$ cat config.mk
export PLATFORM = sky130hd
export DESIGN_NAME = tagged_tlb_lru_unit
export DESIGN_NICKNAME = d
export VERILOG_FILES = /design/src/design/ttlb_pkg.sv /design/src/design/ttlb_ram.sv /design/src/design/ttlb_ctrl.sv /design/src/design/ttlb_datapath.sv /design/src/design/tagged_tlb_lru_unit.sv
export SDC_FILE = /design/constraint.sdc
export NUM_CORES = 2
export LEC_CHECK = 0
export ABC_AREA = 1
export BUFFER_PORTS_ARGS = -buffer_cell sky130_fd_sc_hd__clkbuf_2
export CORE_MARGIN = 8
export CORE_UTILIZATION = 40
export DETAILED_ROUTE_END_ITERATION = 8
export SKIP_LAST_GASP = 1
export SYNTH_ARGS = -nofsm -noshare
export SYNTH_HDL_FRONTEND = slang
export SYNTH_HIERARCHICAL = 1
export SYNTH_SLANG_ARGS = --single-unit
$ cat constraint.sdc
create_clock -name clk -period 15.34 [get_ports clk]
set_clock_uncertainty 0.2 [all_clocks]
set_input_delay 3.835 -clock clk [delete_from_list [all_inputs] [get_ports clk]]
set_output_delay 3.835 -clock clk [all_outputs]
set_load 0.05 [all_outputs]
$ cat src/design/ttlb_pkg.sv
// Shared types and constants for the tagged TLB with LRU replacement.
// Used by the controller, the datapath and the top level; no dependencies.
package ttlb_pkg;

  // Address split for 4 KiB pages
  localparam int PAGE_SHIFT  = 12;
  localparam int PAGE_BITS   = 20;
  localparam int STAMP_BITS  = 64;
  localparam int COUNT_BITS  = 32;
  localparam int LIMIT_BITS  = 5;
  localparam int IN_DATA_W   = 80;
  localparam int OUT_DATA_W  = 96;

  // Operation codes carried on in_tuser
  localparam logic OP_LOOKUP = 1'b0;
  localparam logic OP_FILL   = 1'b1;

  // Register index taken from the APB word address
  localparam logic REG_ENTRIES_IN_USE = 1'b0;
  localparam logic [LIMIT_BITS-1:0] ENTRIES_IN_USE_RESET = 5'd16;

  // Controller to datapath commands
  typedef struct packed {
    logic accept;
    logic match;
    logic scan_read;
    logic evict;
    logic load_out;
  } ttlb_cmd_t;

  // Datapath to controller status
  typedef struct packed {
    logic is_fill;
    logic hit;
    logic room;
    logic scan_last;
    logic out_busy;
  } ttlb_status_t;

endpackage

$ cat src/design/ttlb_ram.sv
// Generic simple dual-port RAM: one write port, one registered read port.
// No dependencies.
module ttlb_ram #(
  parameter int WIDTH = 8,
  parameter int DEPTH = 16
) (
  input  logic                                      clk,
  input  logic                                      we,
  input  logic [((DEPTH > 1) ? $clog2(DEPTH) : 1)-1:0] waddr,
  input  logic [WIDTH-1:0]                          wdata,
  input  logic                                      re,
  input  logic [((DEPTH > 1) ? $clog2(DEPTH) : 1)-1:0] raddr,
  output logic [WIDTH-1:0]                          rdata
);

  logic [WIDTH-1:0] mem_r [DEPTH];
  logic [WIDTH-1:0] rdata_r;

  // Write port and registered read port; read data holds while re is low
  always_ff @(posedge clk) begin
    if (we) begin
      mem_r[waddr] <= wdata;
    end
    if (re) begin
      rdata_r <= mem_r[raddr];
    end
  end

  assign rdata = rdata_r;

endmodule

$ cat src/design/ttlb_ctrl.sv
// Controller state machine for the tagged TLB: sequences accept, tag match,
// LRU scan, eviction and result hand-off. Depends on ttlb_pkg.
module ttlb_ctrl import ttlb_pkg::*; (
  input  logic         clk,
  input  logic         rst_n,
  input  logic         in_tvalid,
  output logic         in_tready,
  input  ttlb_status_t status,
  output ttlb_cmd_t    cmd
);

  typedef enum logic [2:0] {
    S_IDLE,
    S_MATCH,
    S_SCAN,
    S_EVICT,
    S_FINISH
  } state_t;

  state_t state_r;
  state_t state_nxt;

  // Next-state decode
  always_comb begin
    state_nxt = state_r;
    unique case (state_r)
      S_IDLE: begin
        if (in_tvalid) state_nxt = S_MATCH;
      end
      S_MATCH: begin
        if (status.is_fill && !status.hit && !status.room) state_nxt = S_SCAN;
        else state_nxt = S_FINISH;
      end
      S_SCAN: begin
        if (status.scan_last) state_nxt = S_EVICT;
      end
      S_EVICT: begin
        state_nxt = S_FINISH;
      end
      S_FINISH: begin
        if (!status.out_busy) state_nxt = S_IDLE;
      end
      default: state_nxt = S_IDLE;
    endcase
  end

  // Hold state
  always_ff @(posedge clk) begin
    if (!rst_n) begin
      state_r <= S_IDLE;
    end else begin
      state_r <= state_nxt;
    end
  end

  // Commands decoded from the current state
  always_comb begin
    in_tready     = (state_r == S_IDLE);
    cmd.accept    = (state_r == S_IDLE) && in_tvalid;
    cmd.match     = (state_r == S_MATCH);
    cmd.scan_read = (state_r == S_SCAN);
    cmd.evict     = (state_r == S_EVICT);
    cmd.load_out  = (state_r == S_FINISH) && !status.out_busy;
  end

endmodule

$ cat src/design/ttlb_datapath.sv
// Datapath for the tagged TLB: tag registers with parallel compare, frame and
// stamp RAMs, LRU scan, counters and the output register.
// Depends on ttlb_pkg and ttlb_ram.
module ttlb_datapath import ttlb_pkg::*; #(
  parameter int TLB_ENTRIES = 16,
  parameter int PID_BITS    = 8
) (
  input  logic                  clk,
  input  logic                  rst_n,
  input  ttlb_cmd_t             cmd,
  output ttlb_status_t          status,
  input  logic [IN_DATA_W-1:0]  in_tdata,
  input  logic                  in_tuser,
  input  logic [LIMIT_BITS-1:0] entries_in_use,
  output logic                  out_tvalid,
  input  logic                  out_tready,
  output logic [OUT_DATA_W-1:0] out_tdata,
  output logic                  out_tuser
);
  localparam int IDX_W = (TLB_ENTRIES > 1) ? $clog2(TLB_ENTRIES) : 1;
  localparam int CNT_W = $clog2(TLB_ENTRIES + 1);

  // Latched input word
  logic                  op_r;
  logic [PID_BITS-1:0]   pid_r;
  logic [PAGE_BITS-1:0]  page_r;
  logic [PAGE_SHIFT-1:0] offset_r;
  logic [PAGE_BITS-1:0]  frame_in_r;

  logic [STAMP_BITS-1:0] time_r;
  logic [CNT_W-1:0]      valid_slots_r;
  logic                  hit_r;
  logic [COUNT_BITS-1:0] hits_r;
  logic [COUNT_BITS-1:0] misses_r;

  // Tag store, one compare cell per entry
  logic [PID_BITS-1:0]   tag_pid_r  [TLB_ENTRIES];
  logic [PAGE_BITS-1:0]  tag_page_r [TLB_ENTRIES];

  // LRU scan state
  logic [IDX_W-1:0]      scan_addr_r;
  logic [IDX_W-1:0]      rd_idx_r;
  logic                  rd_live_r;
  logic [IDX_W-1:0]      best_idx_r;
  logic [STAMP_BITS-1:0] best_stamp_r;

  // Output register
  logic                  out_valid_r;
  logic                  out_hit_r;
  logic [OUT_DATA_W-1:0] out_data_r;

  logic                  match_any;
  logic [IDX_W-1:0]      match_idx;
  logic [CNT_W-1:0]      limit;
  logic                  room;
  logic                  cand_better;
  logic [IDX_W-1:0]      victim_idx;
  logic [IDX_W-1:0]      append_idx;
  logic                  do_hit;
  logic                  do_append;
  logic                  tag_we;
  logic [IDX_W-1:0]      wr_idx;
  logic                  frame_we;
  logic                  stamp_we;
  logic [PAGE_BITS-1:0]  frame_rdata;
  logic [STAMP_BITS-1:0] stamp_rdata;
  logic                  lookup_hit;
  logic [COUNT_BITS-1:0] hits_nxt;
  logic [COUNT_BITS-1:0] misses_nxt;
  logic [COUNT_BITS-1:0] paddr;

  // Parallel tag compare; lowest matching valid entry wins
  always_comb begin
    match_any = 1'b0;
    match_idx = '0;
    for (int i = TLB_ENTRIES - 1; i >= 0; i--) begin
      if ((CNT_W'(i) < valid_slots_r) && (tag_pid_r[i] == pid_r) &&
          (tag_page_r[i] == page_r)) begin
        match_any = 1'b1;
        match_idx = IDX_W'(i);
      end
    end
  end

  // Clamp the fill limit to 1..TLB_ENTRIES
  always_comb begin
    if (entries_in_use == '0) begin
      limit = CNT_W'(1);
    end else if (32'(entries_in_use) > TLB_ENTRIES) begin
      limit = CNT_W'(TLB_ENTRIES);
    end else begin
      limit = CNT_W'(entries_in_use);
    end
    room = (valid_slots_r < limit);
  end

  // Running minimum over stamps read back from the stamp RAM
  assign cand_better = rd_live_r && ((rd_idx_r == '0) || (stamp_rdata < best_stamp_r));
  assign victim_idx  = cand_better ? rd_idx_r : best_idx_r;
  assign append_idx  = IDX_W'(valid_slots_r);

  // Write decode for tags, frames and stamps
  always_comb begin
    do_hit    = cmd.match && match_any;
    do_append = cmd.match && (op_r == OP_FILL) && !match_any && room;
    tag_we    = do_append || cmd.evict;
    frame_we  = (do_hit && (op_r == OP_FILL)) || do_append || cmd.evict;
    stamp_we  = do_hit || do_append || cmd.evict;
    if (cmd.evict) wr_idx = victim_idx;
    else if (do_hit) wr_idx = match_idx;
    else wr_idx = append_idx;
  end

  ttlb_ram #(.WIDTH(PAGE_BITS), .DEPTH(TLB_ENTRIES)) u_frame_ram (
    .clk   (clk),
    .we    (frame_we),
    .waddr (wr_idx),
    .wdata (frame_in_r),
    .re    (cmd.match),
    .raddr (match_idx),
    .rdata (frame_rdata)
  );

  ttlb_ram #(.WIDTH(STAMP_BITS), .DEPTH(TLB_ENTRIES)) u_stamp_ram (
    .clk   (clk),
    .we    (stamp_we),
    .waddr (wr_idx),
    .wdata (time_r),
    .re    (cmd.scan_read),
    .raddr (scan_addr_r),
    .rdata (stamp_rdata)
  );

  // Result word
  always_comb begin
    lookup_hit = (op_r == OP_LOOKUP) && hit_r;
    hits_nxt   = hits_r + COUNT_BITS'(lookup_hit);
    misses_nxt = misses_r + COUNT_BITS'((op_r == OP_LOOKUP) && !hit_r);
    paddr      = lookup_hit ? {frame_rdata, offset_r} : '0;
  end

  // Capture the input word
  always_ff @(posedge clk) begin
    if (cmd.accept) begin
      op_r       <= in_tuser;
      pid_r      <= PID_BITS'(in_tdata[7:0]);
      offset_r   <= in_tdata[8 +: PAGE_SHIFT];
      frame_in_r <= in_tdata[60 +: PAGE_BITS];
      if (in_tuser == OP_FILL) page_r <= in_tdata[40 +: PAGE_BITS];
      else page_r <= in_tdata[8 + PAGE_SHIFT +: PAGE_BITS];
    end
    if (cmd.match) begin
      hit_r <= match_any;
    end
  end

  // Tag store writes
  always_ff @(posedge clk) begin
    if (tag_we) begin
      tag_pid_r[wr_idx]  <= pid_r;
      tag_page_r[wr_idx] <= page_r;
    end
  end

  // Advance the scan and track the least recently used entry
  always_ff @(posedge clk) begin
    if (cmd.match) begin
      scan_addr_r <= '0;
    end else if (cmd.scan_read) begin
      scan_addr_r <= scan_addr_r + IDX_W'(1);
    end
    rd_idx_r <= scan_addr_r;
    if (cand_better) begin
      best_idx_r   <= rd_idx_r;
      best_stamp_r <= stamp_rdata;
    end
    if (cmd.load_out) begin
      out_hit_r  <= hit_r;
      out_data_r <= {misses_nxt, hits_nxt, paddr};
    end
  end

  // Control and counter registers
  always_ff @(posedge clk) begin
    if (!rst_n) begin
      time_r        <= '0;
      valid_slots_r <= '0;
      hits_r        <= '0;
      misses_r      <= '0;
      rd_live_r     <= 1'b0;
      out_valid_r   <= 1'b0;
    end else begin
      rd_live_r <= cmd.scan_read;
      if (cmd.accept) time_r <= time_r + STAMP_BITS'(1);
      if (do_append) valid_slots_r <= valid_slots_r + CNT_W'(1);
      if (cmd.load_out) begin
        hits_r      <= hits_nxt;
        misses_r    <= misses_nxt;
        out_valid_r <= 1'b1;
      end else if (out_tready) begin
        out_valid_r <= 1'b0;
      end
    end
  end

  always_comb begin
    status.is_fill   = (op_r == OP_FILL);
    status.hit       = match_any;
    status.room      = room;
    status.scan_last = (scan_addr_r == IDX_W'(valid_slots_r - CNT_W'(1)));
    status.out_busy  = out_valid_r && !out_tready;
  end

  assign out_tvalid = out_valid_r;
  assign out_tdata  = out_data_r;
  assign out_tuser  = out_hit_r;

  // Fill level never passes the table size
  a_fill_bound: assert property (@(posedge clk) disable iff (!rst_n)
    32'(valid_slots_r) <= TLB_ENTRIES)
    else $error("valid slot count beyond table size");

  // Eviction only happens on a non-empty table
  a_evict_nonempty: assert property (@(posedge clk) disable iff (!rst_n)
    cmd.evict |-> (valid_slots_r != '0))
    else $error("eviction with no valid slot");

  // A result never overwrites one that is still waiting
  a_no_overwrite: assert property (@(posedge clk) disable iff (!rst_n)
    cmd.load_out |-> !(out_valid_r && !out_tready))
    else $error("output word overwritten");

  // Time advances by one per accepted word
  a_time_step: assert property (@(posedge clk) disable iff (!rst_n)
    cmd.accept |=> (time_r == STAMP_BITS'($past(time_r) + STAMP_BITS'(1))))
    else $error("time counter did not advance");

endmodule

$ cat src/design/tagged_tlb_lru_unit.sv
// Tagged fully associative TLB with LRU replacement, top level.
// A lookup, fill hit or fill append passes through the match and finish states to out_tvalid;
// a fill that must evict also reads one stamp per valid entry in the scan state, then evicts.
// One word is handled at a time: in_tready is high only in the idle state, and the LRU scan
// runs serially through the single stamp RAM read port; a stalled output holds the finish state.
// Reset (synchronous, rst_n low) empties the table, zeroes time and counters, sets limit 16.
module tagged_tlb_lru_unit import ttlb_pkg::*; #(
  parameter int TLB_ENTRIES = 16,
  parameter int PID_BITS    = 8
) (
  input  logic                  clk,
  input  logic                  rst_n,
  // pid[7:0], virtual_address[39:8], page_number[59:40], frame_number[79:60]
  input  logic [IN_DATA_W-1:0]  in_tdata,
  // operation[0]
  input  logic                  in_tuser,
  input  logic                  in_tvalid,
  output logic                  in_tready,
  // physical_address[31:0], hit_count[63:32], miss_count[95:64]
  output logic [OUT_DATA_W-1:0] out_tdata,
  // hit[0]
  output logic                  out_tuser,
  output logic                  out_tvalid,
  input  logic                  out_tready,
  input  logic                  cfg_psel,
  input  logic                  cfg_penable,
  input  logic                  cfg_pwrite,
  input  logic [2:0]            cfg_paddr,
  input  logic [31:0]           cfg_pwdata,
  output logic [31:0]           cfg_prdata,
  output logic                  cfg_pready
);

  ttlb_cmd_t             cmd;
  ttlb_status_t          status;
  logic [LIMIT_BITS-1:0] entries_in_use_r;
  logic                  cfg_sel_limit;

  // Register file: one limit register at byte address 0
  assign cfg_pready    = 1'b1;
  assign cfg_sel_limit = (cfg_paddr[2] == REG_ENTRIES_IN_USE);
  assign cfg_prdata    = cfg_sel_limit ? 32'(entries_in_use_r) : '0;

  always_ff @(posedge clk) begin
    if (!rst_n) begin
      entries_in_use_r <= ENTRIES_IN_USE_RESET;
    end else if (cfg_psel && cfg_penable && cfg_pwrite && cfg_pready && cfg_sel_limit) begin
      entries_in_use_r <= cfg_pwdata[LIMIT_BITS-1:0];
    end
  end

  ttlb_ctrl u_ctrl (
    .clk       (clk),
    .rst_n     (rst_n),
    .in_tvalid (in_tvalid),
    .in_tready (in_tready),
    .status    (status),
    .cmd       (cmd)
  );

  ttlb_datapath #(.TLB_ENTRIES(TLB_ENTRIES), .PID_BITS(PID_BITS)) u_datapath (
    .clk            (clk),
    .rst_n          (rst_n),
    .cmd            (cmd),
    .status         (status),
    .in_tdata       (in_tdata),
    .in_tuser       (in_tuser),
    .entries_in_use (entries_in_use_r),
    .out_tvalid     (out_tvalid),
    .out_tready     (out_tready),
    .out_tdata      (out_tdata),
    .out_tuser      (out_tuser)
  );

endmodule
**Word level (Yosys, flattened, before mapping)**

Memory sizes are Yosys's and may differ from the RTL's. A register that Yosys moved wholly into a read port is not among the register bits.
Index checks and enable logic that the tools add are counted.

- Bits in latches: 0
- Output and inout bits: 132
- Bits in registers: 378
- Memories: 4
- Input bits: 123
- ROM bits: 0
- RAM bits: 1792
- Logic and storage cells: 208

- Bitwise logic cells: 2
- Order comparisons: 19
- $mul: 0
- Mux-type cells: 52
- Reductions and logical operators: 64
- Divide/modulo/power cells: 0
- Shifts and indexed selects: 0
- $add $sub $neg: 6
- Equal/unequal tests: 40

Memories:

| memory | words | bits a word | read ports | clocked after Yosys merged registers in | write ports | line | text |
|---|---|---|---|---|---|---|---|
| u_datapath.u_stamp_ram.mem_r | 16 | 64 | 1 | 1 | 1 | ttlb_ram.sv:16 | `logic [WIDTH-1:0] mem_r [DEPTH];` |
| u_datapath.tag_page_r | 16 | 20 | 16 | 0 | 1 | ttlb_datapath.sv:38 | `logic [PAGE_BITS-1:0] tag_page_r [TLB_ENTRIES];` |
| u_datapath.u_frame_ram.mem_r | 16 | 20 | 1 | 1 | 1 | ttlb_ram.sv:16 |  |
| u_datapath.tag_pid_r | 16 | 8 | 16 | 0 | 1 | ttlb_datapath.sv:37 | `logic [PID_BITS-1:0] tag_pid_r [TLB_ENTRIES];` |

Operators by type and width:

| cell | count |
|---|---|
| 20-bit == test | 16 |
| 8-bit == test | 16 |
| 4-bit 2-to-1 mux | 19 |
| 32-bit by 1-bit adder with 32-bit output | 2 |
| 64-bit by 1-bit adder with 64-bit output, second input constant | 1 |
| 64-bit less-than comparator | 1 |
| 1-bit logical AND | 48 |
| 4-bit by 5-bit less-than comparator with 1-bit output, first input constant | 8 |
| 1-bit 2-to-1 mux | 24 |
| 3-bit by 5-bit less-than comparator with 1-bit output, first input constant | 4 |
| 20-bit 2-to-1 mux | 1 |
| 5-bit 2-to-1 mux | 3 |
| 3-bit case mux with 5 select lines | 1 |
| 3-bit 2-to-1 mux | 4 |
| 1-bit by 5-bit less-than comparator with 1-bit output, first input constant | 2 |
| 2-bit by 5-bit less-than comparator with 1-bit output, first input constant | 2 |
| 3-bit by 2-bit == test with 1-bit output, second input constant | 2 |
| 1-bit logical OR | 6 |
| 2-bit inequality test, second input constant | 3 |
| 5-bit by 1-bit adder with 5-bit output, second input constant | 1 |
| 5-bit greater-than comparator, second input constant | 1 |
| 1-bit zero test | 5 |
| 5-bit zero test | 1 |
| 5-bit less-than comparator | 1 |
| 10 further kinds | 11 |

**Depth between registers and ports, before layout**

An unclocked memory read counts as a cell.

- Word-level depth: 27
- Mapped depth: 35
- Gate-level depth less buffers: 31

**Hierarchy**

Netlist, hierarchy kept.

By module, submodules not included:

| module | cells an instance | area an instance (um2) | seq. area each (um2) | times used |
|---|---|---|---|---|
| ttlb_ram (u_datapath.u_stamp_ram) | 4210 | 45926.5 | 32671.3 | 1 |
| ttlb_datapath | 3319 | 36750.2 | 23092.1 | 1 |
| ttlb_ram (u_datapath.u_frame_ram) | 1336 | 14392.6 | 10209.8 | 1 |
| tagged_tlb_lru_unit | 75 | 488.0 | 100.1 | 1 |
| ttlb_ctrl | 31 | 190.2 | 60.1 | 1 |

**Worst setup path before layout**

Ideal clock, no wire load.

- Path kind: input port to flip-flop
- From: in out_tready
- To: reg u_datapath.hits_r[25]
- Slack: 759 ps
- Required time: 15024 ps
- Cell stages on the path: 8
- Arrival: 14266 ps
- Path through: nor2_1 nor4_1 clkbuf_1 inv_1 clkbuf_1 clkbuf_1 o21ai_0 inv_1

RTL lines:

| item | line | text |
|---|---|---|
| start, declared | tagged_tlb_lru_unit.sv:24 | `input logic out_tready,` |
| end signal, assigned | ttlb_datapath.sv:197 | `hits_r <= hits_nxt;` |
| end, declared | ttlb_datapath.sv:33 | `logic [COUNT_BITS-1:0] hits_r;` |

**Worst setup path in the final report**

- From: in cfg_paddr[2]
- To: out cfg_prdata[3]

- Longest elaborated chain between the ends: 1

Ends and longest elaborated chain:

| item | line | text |
|---|---|---|
| start, declared | tagged_tlb_lru_unit.sv:28 | `input logic [2:0] cfg_paddr,` |
| 5-bit 2-to-1 mux | tagged_tlb_lru_unit.sv:42 | `assign cfg_prdata = cfg_sel_limit ? 32'(entries_in_use_r) : '0;` |
| end, declared | tagged_tlb_lru_unit.sv:30 | `output logic [31:0] cfg_prdata,` |

Every way passes these cells.

==> results.json <==
{
  "hold_class": "flop to flop",
  "cts_hold_buf": 0,
  "multi_input_area_um2": 23900,
  "p_seq_frac": 0.535,
  "cts_resized": 0,
  "slowest_stage": "clkbuf_2",
  "intPower_mw": 9.93,
  "p_comb_frac": 0.046,
  "routed-via-count": 63300,
  "die_y_um": 510,
  "critPathCaptureType": "primary output",
  "netlist_area_um2": 97700,
  "p_clk_frac": 0.418,
  "synthCells": 8971,
  "start_kind": "primary input",
  "htree_levels": 4,
  "num_rows": 181,
  "critical_path_class": "primary input to primary output",
  "root_buffer": "clkbuf_16",
  "syn_avg_cell_area_um2": 10.9,
  "setup_violations": 0,
  "setup_tns_ns": 0,
  "power_density_nw_per_um2": 117,
  "ant_nets": 0,
  "p_total_mw": 12.8,
  "gp_congestion": 0.856,
  "switching_share": 0.222,
  "fin_crit_ns": 8.43,
  "initial_utilization": 0.402,
  "post_cts_buffers": 0,
  "ys_seq_area_frac": 0.677,
  "required_ns": 11.31,
  "slowest_delay_ns": 0.29,
  "synth_edf_count": 2099,
  "ys_ff_latch": 2254,
  "p_leak_nw": 43.0,
  "clk_path_buf_depth": 3,
  "grt_overflow_total": 0,
  "dp_hpwl_mm": 136,
  "cpMostUsedCell": "clkbuf_2",
  "remaining_drc_errors": 0,
  "max_freq_mhz": 119,
  "worst_pin_slew_ns": 1.15,
  "setup_ws_ns": 6.91,
  "crit_chain": "clkbuf_2 -> nor2_1 -> clkbuf_2",
  "slew_viol_final": 0,
  "cts_made_buffers": 225,
  "dp_slack_ns": 6.90,
  "grt_pass1_wl_mm": 373,
  "path_buf_inv": 2,
  "regArea_um2": 66100,
  "slew-limit-headroom": 0.232,
  "via_per_inst": 5.05,
  "grt_pass1_vias": 61300,
  "drive_gt1_frac": 0.0871,
  "cts.clk_slew.worst_paths_ns": 0.06,
  "drv_cap": 0,
  "synth-main-ff-cell": "edfxtp_1",
  "fin_nets": 9350,
  "cts_sinks": 2254,
  "cp_max_fo": 7,
  "p_sw_mw": 2.83,
  "layout_common_cells": "nand2_1, edfxtp_1, inv_1, nand3_1, nor2_1",
  "grt_max_degree": 191,
  "cp_top_family": "buffers and inverters",
  "antenna_found_initial": 5,
  "synth_cell_types": 61,
  "wire_per_inst_um": 19.9,
  "die_w_um": 510,
  "fin_crit_sh": 0.550,
  "rsz0062_at_grt": "no",
  "final_common_cell": "nand2_1",
  "status": "finished, final reports clean",
  "syn_to_final_growth_pct": 11.3,
  "stdcell_count": 12500,
  "dr.pass1.iters": 5,
  "cts_tree": "done",
  "wl_mm": 249,
  "final_util": 0.447,
  "ys_warn_count": 6,
  "hold_viol_final": 0,
  "async_reset_ff_frac": 0,
  "core-area_um2": 243000,
  "clock_latency_ns": 0.87,
  "dp_cells": 12100,
  "drt_iter0_drc": 5823,
  "die_area_um2": 260000,
  "critical_path_arrival_ns": 4.40,
  "ir_drop_mv": 0.0919,
  "place.port_buffers": 197,
  "pin_count": 255,
  "fillers": 22200,
  "grt_use_total": 0.186
}
[per-layer routing]
metal,track usage,vias to the layer above,share of wire
met5,0,-,0
li1,-,29900,-
met1,0.250,30900,0.43
met2,0.316,2024,0.48
met3,0.0259,445,0.060
met4,0.0541,0,0.028
[registers in the layout, summed over array words and instances (netlist names), 8 cells and up]
name and flops:
u_datapath/u_stamp_ram/mem_r 1024, u_datapath/tag_page_r 320, u_datapath/u_frame_ram/mem_r 320, u_datapath/tag_pid_r 128
u_datapath/out_tdata 96, u_datapath/best_stamp_r 64, u_datapath/time_r 64, u_datapath/u_stamp_ram/rdata 64
u_datapath/hits_r 32, u_datapath/misses_r 32, u_datapath/frame_in_r 20, u_datapath/page_r 20
u_datapath/u_frame_ram/rdata 20, u_datapath/offset_r 12, u_datapath/pid_r 8
[worst paths after layout]
check	endpoint	cells after the start	start	slack, ns
worst max register to register	u_datapath/u_stamp_ram/mem_r[11][30]	19	u_datapath/u_stamp_ram/rdata[17]	8.20
worst min register to register	u_datapath/best_stamp_r[0]	0	u_datapath/u_stamp_ram/rdata[0]	0.24
worst max-delay path	cfg_prdata[3]	3	cfg_paddr[2]	6.91
worst min-delay path	u_datapath/best_stamp_r[0]	0	u_datapath/u_stamp_ram/rdata[0]	0.24
[kinds of logic after synthesis]
kind of cell / Yosys count / synth area share
multiplexers: 20 / 0.00230
AO/OA/AOI/OAI: 411 / 0.0241
other: 2 / 0.0000768
XOR/XNOR: 319 / 0.0286
adder cells (fa/ha/maj): 75 / 0.00960
AND/OR/NAND/NOR: 4010 / 0.177
buffers and inverters: 1880 / 0.0820
flip-flops: 2254 / 0.677
[area by class of cell]
type / instances / area share
multi-input combinational: 4863 / 0.220
clock inverter: 114 / 0.0101
inverter: 1480 / 0.0515
tap: 3202 / 0.0368
sequential: 2254 / 0.608
timing repair buffer: 328 / 0.0184
clock buffer: 300 / 0.0552
antenna: 2 / 0.0000460
[Yosys cell counts (all sizes together), types with 2 or more instances]
cell type | instances | area [um^2]
clkbuf | 70 | 265
o211ai | 4 | 30.0
buf | 330 | 2190
a31oi | 3 | 18.8
and2 | 2 | 12.5
inv | 1480 | 5570
o21ai | 157 | 790
nand4 | 92 | 582
o22ai | 38 | 238
conb | 2 | 7.51
or2 | 16 | 100
a21oi | 143 | 727
nor2 | 399 | 1610
edfxtp | 2099 | 63000
a211oi | 14 | 105
nor3 | 82 | 479
o21a | 9 | 67.6
nand3b | 14 | 105
mux2 | 20 | 225
nor4 | 45 | 282
ha | 75 | 938
or4 | 3 | 22.5
dfxtp | 155 | 3100
nor4b | 2 | 17.5
o221ai | 5 | 43.8
xor2 | 152 | 1330
a221oi | 16 | 140
or3 | 3 | 18.8
nand2 | 2265 | 8520
nand3 | 1084 | 5510
xnor2 | 167 | 1460
and3 | 2 | 12.5
a22o | 13 | 114
o2111ai | 3 | 26.3
[power groups by stage]
stage,Combinational (mW),Clock [mW],Sequential [mW]
floorplan,0.354,0,7.01
global placement,0.583,0,6.96
detailed placement,0.594,0,6.96
CTS,0.596,5.45,6.83
global route,0.646,5.69,6.84
finish,0.593,5.34,6.83
[per-stage QoR]
step	hold slack [ns]	area, um^2
CTS	0.241	109000
detailed placement	0.239	102000
global placement	0.230	102000
floorplan	0.183	97800
finish	0.242	109000
global route	0.256	109000
Note: power is estimated with default switching activity, not from simulation.
